### config.mk
export PLATFORM = sky130hd
export DESIGN_NAME = rgb_hue_measure_and_rebuild
export DESIGN_NICKNAME = d
export VERILOG_FILES = /design/src/hw/rtl/hrm_pkg.sv /design/src/hw/rtl/rgb_hue_measure_and_rebuild.sv /design/src/hw/rtl/hrm_divider.sv
export SDC_FILE = /design/constraint.sdc
export NUM_CORES = 2
export LEC_CHECK = 0
export BUFFER_PORTS_ARGS = -buffer_cell sky130_fd_sc_hd__buf_2
export CAP_MARGIN = 40
export CORE_UTILIZATION = 43
export DETAILED_ROUTE_END_ITERATION = 8
export GPL_TIMING_DRIVEN = 0
export MAX_ROUTING_LAYER = met4
export SETUP_SLACK_MARGIN = 0.4
export SLEW_MARGIN = 20
export SYNTH_ARGS = -nofsm -noshare
export SYNTH_HDL_FRONTEND = slang
export SYNTH_SLANG_ARGS = --single-unit
### constraint.sdc
create_clock -name clk -period 82.4 [get_ports clk]
set_clock_uncertainty 0.15 [all_clocks]
set_input_delay 8.24 -clock clk [delete_from_list [all_inputs] [get_ports clk]]
set_output_delay 8.24 -clock clk [all_outputs]
set_load 0.01 [all_outputs]
### src/hw/rtl/hrm_pkg.sv
// Shared types for the hue measure and rebuild pipeline.
package hrm_pkg;

	typedef struct packed {
		logic valid;
		logic chromatic;
	} hrm_ctl_t;

	typedef enum logic [1:0] {
		HIGH_RED,
		HIGH_GREEN,
		HIGH_BLUE
	} hrm_high_t;

	typedef enum logic [2:0] {
		SEC_RED_YEL,
		SEC_YEL_GRN,
		SEC_GRN_CYN,
		SEC_CYN_BLU,
		SEC_BLU_MAG,
		SEC_MAG_RED
	} hrm_sector_t;

endpackage

### src/hw/rtl/rgb_hue_measure_and_rebuild.sv
// Top level: measures the HSV hue of a pixel and rebuilds it at a target hue.
// One request is accepted every cycle while no result is held at the output;
// the hue divider retires one quotient bit per stage.
// The whole pipeline advances together, so a stalled output holds every stage in place.
// Reset clears all valid bits asynchronously; data registers are not reset.
module rgb_hue_measure_and_rebuild import hrm_pkg::*; #(
	parameter int CHANNEL_BITS = 16,
	parameter int HUE_BITS     = 16,
	localparam int S_TDATA_W   = ((3 * CHANNEL_BITS + HUE_BITS + 7) / 8) * 8,
	localparam int M_TDATA_W   = ((3 * CHANNEL_BITS + HUE_BITS + 7) / 8) * 8
) (
	input  logic                 clk,
	input  logic                 arst_n,
	input  logic                 s_axis_tvalid,
	output logic                 s_axis_tready,
	// pixel_red, pixel_green, pixel_blue, target_hue
	input  logic [S_TDATA_W-1:0] s_axis_tdata,
	output logic                 m_axis_tvalid,
	input  logic                 m_axis_tready,
	// arrived_hue, out_red, out_green, out_blue
	output logic [M_TDATA_W-1:0] m_axis_tdata,
	// chromatic
	output logic                 m_axis_tuser
);

	localparam int CB = CHANNEL_BITS;
	localparam int HB = HUE_BITS;
	localparam int DW = CB + 3;
	localparam int DLY = HB - 2;

	logic en;

	// Input unpacking and range search.
	logic signed [CB-1:0] red_in, grn_in, blu_in;
	logic [HB-1:0]        turn_in;
	logic signed [CB-1:0] high_c, low_c;
	hrm_high_t            high_sel_c;
	logic [CB:0]          span_c;

	assign red_in  = s_axis_tdata[0 +: CB];
	assign grn_in  = s_axis_tdata[CB +: CB];
	assign blu_in  = s_axis_tdata[2*CB +: CB];
	assign turn_in = s_axis_tdata[3*CB +: HB];

	always_comb begin
		if (red_in >= grn_in && red_in >= blu_in) begin
			high_sel_c = HIGH_RED;
			high_c     = red_in;
		end else if (grn_in >= blu_in) begin
			high_sel_c = HIGH_GREEN;
			high_c     = grn_in;
		end else begin
			high_sel_c = HIGH_BLUE;
			high_c     = blu_in;
		end
		low_c = red_in;
		if (grn_in < low_c) begin
			low_c = grn_in;
		end
		if (blu_in < low_c) begin
			low_c = blu_in;
		end
		span_c = {high_c[CB-1], high_c} - {low_c[CB-1], low_c};
	end

	logic                 v_s1;
	logic signed [CB-1:0] red_s1, grn_s1, blu_s1;
	logic [HB-1:0]        turn_s1;
	hrm_high_t            high_sel_s1;
	logic [CB-1:0]        low_s1;
	logic [CB-1:0]        range_s1;

	always_ff @(posedge clk or negedge arst_n) begin
		if (!arst_n) begin
			v_s1 <= 1'b0;
		end else if (en) begin
			v_s1 <= s_axis_tvalid;
		end
	end

	always_ff @(posedge clk) begin
		if (en) begin
			red_s1      <= red_in;
			grn_s1      <= grn_in;
			blu_s1      <= blu_in;
			turn_s1     <= turn_in;
			high_sel_s1 <= high_sel_c;
			low_s1      <= low_c;
			range_s1    <= span_c[CB-1:0];
		end
	end

	// Hue numerator, divisor and rebuild sector.
	logic signed [CB:0] num_c;
	logic [CB+2:0]      krange_c;
	logic [CB+3:0]      top_c;
	logic [DW-1:0]      dvs_c;
	logic [HB+2:0]      scaled_c;
	logic [HB-1:0]      frac_c;
	logic [HB:0]        factor_c;
	hrm_sector_t        sector_c;

	always_comb begin
		krange_c = '0;
		case (high_sel_s1)
			HIGH_RED: begin
				num_c = {grn_s1[CB-1], grn_s1} - {blu_s1[CB-1], blu_s1};
				if (num_c[CB]) begin
					krange_c = {1'b0, range_s1, 2'b00} + {2'b00, range_s1, 1'b0};
				end
			end
			HIGH_GREEN: begin
				num_c    = {blu_s1[CB-1], blu_s1} - {red_s1[CB-1], red_s1};
				krange_c = {2'b00, range_s1, 1'b0};
			end
			HIGH_BLUE: begin
				num_c    = {red_s1[CB-1], red_s1} - {grn_s1[CB-1], grn_s1};
				krange_c = {1'b0, range_s1, 2'b00};
			end
			default: begin
				num_c = '0;
			end
		endcase
		top_c    = {1'b0, krange_c} + {{3{num_c[CB]}}, num_c};
		dvs_c    = {1'b0, range_s1, 2'b00} + {2'b00, range_s1, 1'b0};
		scaled_c = {1'b0, turn_s1, 2'b00} + {2'b00, turn_s1, 1'b0};
		sector_c = hrm_sector_t'(scaled_c[HB+2:HB]);
		frac_c   = scaled_c[HB-1:0];
		if (scaled_c[HB]) begin
			factor_c = {1'b1, {HB{1'b0}}} - {1'b0, frac_c};
		end else begin
			factor_c = {1'b0, frac_c};
		end
	end

	hrm_ctl_t             ctl_s2;
	logic signed [CB-1:0] red_s2, grn_s2, blu_s2;
	logic [CB-1:0]        low_s2;
	logic [CB-1:0]        range_s2;
	hrm_sector_t          sector_s2;
	logic [HB:0]          factor_s2;
	logic [DW-1:0]        top_s2;
	logic [DW-1:0]        dvs_s2;

	always_ff @(posedge clk or negedge arst_n) begin
		if (!arst_n) begin
			ctl_s2 <= '0;
		end else if (en) begin
			ctl_s2 <= '{valid: v_s1, chromatic: (range_s1 != '0)};
		end
	end

	always_ff @(posedge clk) begin
		if (en) begin
			red_s2    <= red_s1;
			grn_s2    <= grn_s1;
			blu_s2    <= blu_s1;
			low_s2    <= low_s1;
			range_s2  <= range_s1;
			sector_s2 <= sector_c;
			factor_s2 <= factor_c;
			top_s2    <= top_c[DW-1:0];
			dvs_s2    <= dvs_c;
		end
	end

	// Hue divider runs alongside the rebuild path.
	hrm_ctl_t      div_ctl;
	logic [HB-1:0] div_quo;

	hrm_divider #(
		.DW(DW),
		.QW(HB)
	) u_divider (
		.clk      (clk),
		.arst_n   (arst_n),
		.en       (en),
		.in_ctl   (ctl_s2),
		.dividend (top_s2),
		.divisor  (dvs_s2),
		.out_ctl  (div_ctl),
		.quotient (div_quo)
	);

	// Rebuild: the rising channel is chroma scaled by the position in the sector.
	logic [CB+HB:0] prod_c;

	assign prod_c = range_s2 * factor_s2;

	logic signed [CB-1:0] red_s3, grn_s3, blu_s3;
	logic [CB-1:0]        low_s3;
	logic [CB-1:0]        chroma_s3;
	logic [CB-1:0]        rising_s3;
	hrm_sector_t          sector_s3;
	logic                 chrom_s3;

	always_ff @(posedge clk) begin
		if (en) begin
			red_s3    <= red_s2;
			grn_s3    <= grn_s2;
			blu_s3    <= blu_s2;
			low_s3    <= low_s2;
			chroma_s3 <= range_s2;
			rising_s3 <= prod_c[HB +: CB];
			sector_s3 <= sector_s2;
			chrom_s3  <= ctl_s2.chromatic;
		end
	end

	logic [CB-1:0] rr_c, gg_c, bb_c;

	always_comb begin
		rr_c = '0;
		gg_c = '0;
		bb_c = '0;
		case (sector_s3)
			SEC_RED_YEL: begin
				rr_c = chroma_s3;
				gg_c = rising_s3;
			end
			SEC_YEL_GRN: begin
				rr_c = rising_s3;
				gg_c = chroma_s3;
			end
			SEC_GRN_CYN: begin
				gg_c = chroma_s3;
				bb_c = rising_s3;
			end
			SEC_CYN_BLU: begin
				gg_c = rising_s3;
				bb_c = chroma_s3;
			end
			SEC_BLU_MAG: begin
				rr_c = rising_s3;
				bb_c = chroma_s3;
			end
			default: begin
				rr_c = chroma_s3;
				bb_c = rising_s3;
			end
		endcase
	end

	logic [CB-1:0] ored_s4, ogrn_s4, oblu_s4;

	always_ff @(posedge clk) begin
		if (en) begin
			ored_s4 <= chrom_s3 ? (low_s3 + rr_c) : red_s3;
			ogrn_s4 <= chrom_s3 ? (low_s3 + gg_c) : grn_s3;
			oblu_s4 <= chrom_s3 ? (low_s3 + bb_c) : blu_s3;
		end
	end

	// Delay line that lines the channels up with the divider output.
	logic [3*CB-1:0] chan_dly_s [DLY];

	always_ff @(posedge clk) begin
		if (en) begin
			chan_dly_s[0] <= {oblu_s4, ogrn_s4, ored_s4};
			for (int j = 1; j < DLY; j++) begin
				chan_dly_s[j] <= chan_dly_s[j-1];
			end
		end
	end

	// Output register.
	logic                   m_tvalid_q;
	logic [HB+3*CB-1:0]     m_tdata_q;
	logic                   m_tuser_q;

	assign en = !m_tvalid_q || m_axis_tready;

	always_ff @(posedge clk or negedge arst_n) begin
		if (!arst_n) begin
			m_tvalid_q <= 1'b0;
		end else if (en) begin
			m_tvalid_q <= div_ctl.valid;
		end
	end

	always_ff @(posedge clk) begin
		if (en) begin
			m_tdata_q <= {chan_dly_s[DLY-1], (div_ctl.chromatic ? div_quo : {HB{1'b0}})};
			m_tuser_q <= div_ctl.chromatic;
		end
	end

	assign s_axis_tready = en;
	assign m_axis_tvalid = m_tvalid_q;
	assign m_axis_tdata  = M_TDATA_W'(m_tdata_q);
	assign m_axis_tuser  = m_tuser_q;

	// A neutral result always reports a hue of zero.
	assert property (@(posedge clk) disable iff (!arst_n)
		(m_axis_tvalid && !m_axis_tuser) |-> (m_axis_tdata[HB-1:0] == '0))
		else $error("neutral result carries a nonzero hue");

	// The pipeline only stalls behind a result that is held at the output.
	assert property (@(posedge clk) disable iff (!arst_n)
		!s_axis_tready |-> (m_axis_tvalid && !m_axis_tready))
		else $error("input stalled without a held result");

	// The hue numerator stays below the divisor for every chromatic request.
	assert property (@(posedge clk) disable iff (!arst_n)
		(ctl_s2.valid && ctl_s2.chromatic) |-> (top_s2 < dvs_s2))
		else $error("hue numerator not below divisor");

endmodule

### src/hw/rtl/hrm_divider.sv
// Pipelined restoring divider that produces one quotient bit per stage.
module hrm_divider import hrm_pkg::*; #(
	parameter int DW = 19,
	parameter int QW = 16
) (
	input  logic          clk,
	input  logic          arst_n,
	input  logic          en,
	input  hrm_ctl_t      in_ctl,
	input  logic [DW-1:0] dividend,
	input  logic [DW-1:0] divisor,
	output hrm_ctl_t      out_ctl,
	output logic [QW-1:0] quotient
);

	// Chromatic dividends stay below the divisor, so their quotients fit QW bits.
	hrm_ctl_t      ctl_s [QW];
	logic [DW-1:0] rem_s [QW];
	logic [DW-1:0] dvs_s [QW];
	logic [QW-1:0] quo_s [QW];

	for (genvar i = 0; i < QW; i++) begin : g_stage
		hrm_ctl_t      ctl_in;
		logic [DW-1:0] rem_in;
		logic [DW-1:0] dvs_in;
		logic [QW-1:0] quo_in;
		logic [DW:0]   trial;
		logic [DW:0]   diff;
		logic          fits;

		if (i == 0) begin : g_first
			assign ctl_in = in_ctl;
			assign rem_in = dividend;
			assign dvs_in = divisor;
			assign quo_in = '0;
		end else begin : g_next
			assign ctl_in = ctl_s[i-1];
			assign rem_in = rem_s[i-1];
			assign dvs_in = dvs_s[i-1];
			assign quo_in = quo_s[i-1];
		end

		assign trial = {rem_in, 1'b0};
		assign diff  = trial - {1'b0, dvs_in};
		assign fits  = (trial >= {1'b0, dvs_in});

		always_ff @(posedge clk or negedge arst_n) begin
			if (!arst_n) begin
				ctl_s[i] <= '0;
			end else if (en) begin
				ctl_s[i] <= ctl_in;
			end
		end

		always_ff @(posedge clk) begin
			if (en) begin
				rem_s[i] <= fits ? diff[DW-1:0] : trial[DW-1:0];
				dvs_s[i] <= dvs_in;
				quo_s[i] <= {quo_in[QW-2:0], fits};
			end
		end
	end

	assign out_ctl  = ctl_s[QW-1];
	assign quotient = quo_s[QW-1];

endmodule

==> metrics.md <==
| Metric | Value |
|---|---|
| Status | `finished clean` |
| Reg2Reg Setup Slack | `~75 ns` |
| CTS root buffer | `sky130_fd_sc_hd__clkbuf_16` |
| Sequential share of the synthesized area | `between 50% and 60%` |
| Critical path arrival | `approximately 12 ns` |
| Utilization after layout | `roughly half` |
| Effective utilization at floorplan | `a little over two fifths` |
| Maximum number of pins on one net before global-route repair | `38` |
| Vias per cell | `5.20` |
| Placed wire-length estimate | `~160 mm` |
| Fillers | `about 18000` |
| Routed wire length per instance | `~20 um` |
| Number of nets produced by synthesis | `7887` |
| Category of the critical setup timing path | `primary input to output port` |
| Final clock period utilization by the worst path | `approximately a quarter` |
| Clock transition at the registers of the reported paths | `0.06 ns` |
| Count of antenna-violating nets left after detailed routing | `0` |
| Via Count | `roughly 54000` |
| WP data required | `between 70 and 80 ns` |
| Placer Congestion | `between 0.9 and 1` |
| Count of hold buffers inserted by post-cts repair | `0` |
| Count of boundary I/O pins | `135` |
| Number of port buffers | `between 100 and 150` |
| Endpoint type of the worst setup path | `output port` |
| Leftover overflow at the end of global routing | `0` |
| Num Clock Sinks | `roughly 1800` |
| Drt pass-1 iters | `6` |
| Final routed DRC violation total | `0` |
| Top cell by count, worst path | `sky130_fd_sc_hd__buf_12` |
| Post_cts resized | `0` |
| Std cell rows | `approximately 170` |
| Number of buffers on the longest clock path | `3` |
| Gate count after technology mapping | `6987` |
| Tightest slew margin relative to the limit | `a little under two fifths` |
| Die area | `between 200000 and 250000 um^2` |
| Initial antenna violation count | `3` |
| Worst-Skew Late Latency | `0.85 ns` |
| Share of layout cells above drive strength 1 | `roughly 10%` |
| Launch point of the worst reg-to-reg path | `range_s2[3]` |
| Number of warnings reported in the yosys synthesis log | `0` |
| Top achievable clock speed | `between 0.04 and 0.05 GHz` |
| Setup repair after global routing missed its margin | `no` |
| Number of endpoints failing setup at the final stage | `0` |
| Worst setup SP type | `primary input` |
| Critical path's top delay family | `buffers and inverters` |
| Unique cell type count in the Yosys netlist | `slightly above 80` |
| Shortest period the worst path allows | `approximately 20 ns` |
| Master of the slowest instance on the critical path | `sky130_fd_sc_hd__buf_2` |
| Area Overhead vs Synth | `12.9%` |
| Final count of hold timing violations | `0` |
| Hold Path Cell Cnt | `0` |
| Core Box Area | `between 200000 and 250000 um^2` |
| Number of maximum-capacitance violations | `0` |
| Final layout net count | `about 8300` |
| Number of enable-type register cells in the synthesized netlist | `about 1800` |
| Worst Hold Endpoint | `chan_dly_s[0][3]` |
| Worst min path class | `flip-flop to flip-flop` |
| H-tree level count | `4` |
| Stage delay of the slowest cell on the critical path | `roughly 0.73 ns` |
| Async SR Flop Fraction | `1.97%` |
| CTS Buf Count | `around 190` |
| Hold path startpoint | `ored_s4[3]` |
| Buffers & Inverters on Critical Path | `13` |
| Transition time at the pin with the least slew margin | `approximately 0.93 ns` |
| Average footprint of a synthesized cell | `between 10 and 15 um^2` |
| Clock tree from TritonCTS | `done` |
| Global Route Usage Sum | `between 10% and 20%` |
| Length in cells of the worst reg-to-reg path | `22` |
| Die extent in y | `roughly 460 um` |
| Combined area of all synthesized cells | `~90000 um^2` |
| Global-route wire length before repair | `approximately 310 mm` |
| Destination of the worst register-to-register timing path | `rising_s3[13]` |
| Final Slew Violations | `0` |
| Via count of the first global-routing pass | `54200` |
| Post-CTS setup buffers | `0` |
| Floorplan die width | `~460 um` |
| Iter 0 DRT Violations | `3769` |
| Largest fanout on the critical path | `34` |
| Cells along the critical path | `buf_2, nand2b_1, clkbuf_1, buf_2, buf_12, buf_12, buf_12, buf_12, buf_12, buf_12, buf_16, buf_12, buf_12, buf_2` |
| Detailed-route wire length | `203 mm` |
| Primary flip-flop cell chosen by synthesis mapping | `sky130_fd_sc_hd__edfxtp_1` |
| Number of register bits inferred by synthesis | `about 1800` |
[how the worst max path moves through the flow]
| stage | start | to | cells after the start |
|---|---|---|---|
| after floorplan | m_axis_tready | s_axis_tready | 3 |
| after global placement | m_axis_tready | ctl_s2[0] | 5 |
| after detailed placement | m_axis_tready | s_axis_tready | 14 |
| after CTS | m_axis_tready | s_axis_tready | 14 |
| after global routing | m_axis_tready | s_axis_tready | 14 |
| final | m_axis_tready | s_axis_tready | 14 |
[Yosys cell counts (all sizes together) (39+ instances only)]
master	count	share of area, %
edfxtp	1793	59
inv	777	3.2
ha	615	8.4
nand2	534	2.2
nor2	398	1.6
a21oi	342	1.9
o21ai	300	1.6
fa	217	4.8
xnor2	210	2.0
mux2	196	2.4
and2	139	0.95
a21o	108	0.89
clkbuf	98	0.40
nor2b	97	0.66
nor3	92	0.50
xor2	86	0.82
o21a	84	0.69
nand3	58	0.32
a31oi	55	0.41
nand2b	54	0.37
nand4	50	0.34
mux2i	49	0.55
or3	46	0.31
a21boi	40	0.33
a211oi	39	0.32
[worst register-to-register path: stages (launching register included)]
cell                        delay [ns]
sky130_fd_sc_hd__edfxtp_1         0.76
sky130_fd_sc_hd__clkbuf_1         0.68
sky130_fd_sc_hd__nand2_1          0.19
sky130_fd_sc_hd__fa_1             0.57
sky130_fd_sc_hd__inv_1            0.05
sky130_fd_sc_hd__fa_1             0.47
sky130_fd_sc_hd__fa_1             0.51
sky130_fd_sc_hd__inv_1            0.05
sky130_fd_sc_hd__fa_1             0.48
sky130_fd_sc_hd__fa_1             0.54
sky130_fd_sc_hd__inv_1            0.06
sky130_fd_sc_hd__fa_1             0.49
sky130_fd_sc_hd__ha_1             0.35
sky130_fd_sc_hd__nand4_1          0.11
sky130_fd_sc_hd__nor2_1           0.18
sky130_fd_sc_hd__and3_1           0.35
sky130_fd_sc_hd__nor2_1           0.09
sky130_fd_sc_hd__o31ai_1          0.23
sky130_fd_sc_hd__buf_2            0.22
sky130_fd_sc_hd__o2111ai_1        0.13
sky130_fd_sc_hd__and3_1           0.19
sky130_fd_sc_hd__nor2b_1          0.16
sky130_fd_sc_hd__xnor2_1          0.40
[routing by layer]
layer | global-route usage [%] | vias up | wire length [um]
li1 | - | 26100 | -
met1 | 24.9 | 26300 | 90900
met2 | 31.2 | 1037 | 95700
met3 | 2.59 | 376 | 7330
met4 | 8.56 | 0 | 9170
met5 | - | - | 0
[sequential cells by signal, indices dropped and copies added, names as in the netlist, 17 cells and up]
name,flops
m_axis_tdata,64
u_divider.quo_s,136
dvs_s2,17
chan_dly_s,672
u_divider.ctl_s,30
u_divider.rem_s,270
top_s2,19
u_divider.dvs_s,269
[layout by cell type (no fill, tap or decap), drive strengths merged, types with 40 or more instances in the layout]
cell / count
buf: 229
inv: 790
clkbuf: 339
xnor2: 210
or3: 46
clkinv: 80
nand4: 50
nand2b: 54
nor2b: 97
o21ai: 300
a21o: 108
a21oi: 342
and2: 139
ha: 615
o21a: 84
nand3: 58
a31oi: 55
xor2: 86
nor2: 398
nor3: 92
fa: 217
mux2i: 49
nand2: 534
mux2: 196
a21boi: 40
edfxtp: 1793
[logic make-up (layout without fill, tap and decap cells)]
family	after synthesis	after routing	share of synthesized area (%)
xor+xnor	297	297	2.86
flops	1829	1829	59.9
mux	245	245	2.97
simple gates	1618	1618	8.47
compound gates	1262	1262	8.86
other cells	0	4	0
buf+inv	904	1458	3.76
fa+ha+maj	832	832	13.2
[per-stage QoR]
stage | setup TNS (ns) | hold WS (ns) | cell area, um^2 | std cells | setup WS [ns]
finish | 0 | 0.231 | 103000 | 10400 | 61.91
global route | 0 | 0.226 | 103000 | 10300 | 61.55
CTS | 0 | 0.224 | 103000 | 10300 | 61.83
detailed placement | 0 | 0.255 | 96900 | 9990 | 61.85
global placement | -18.85 | 0.250 | 95600 | 9926 | -11.68
floorplan | 0 | 0.250 | 91400 | 6987 | 16.93
[area by class of cell]
class / instances / area, um^2 / share of cell area [%]
Tap cell: 2805 / 3510 / 3.40
Clock buffer: 241 / 5060 / 4.91
Buffer: 126 / 513 / 0.497
Inverter: 778 / 2920 / 2.83
Clock inverter: 112 / 1160 / 1.13
Antenna cell: 4 / 10.0 / 0.00970
Sequential cell: 1829 / 54700 / 53.1
Timing Repair Buffer: 201 / 2000 / 1.94
Multi-Input combinational cell: 4254 / 33200 / 32.2
Power is left out: the tool's default activity adds up to more than one toggle a clock period on the data nets, which glitch-free logic cannot reach.
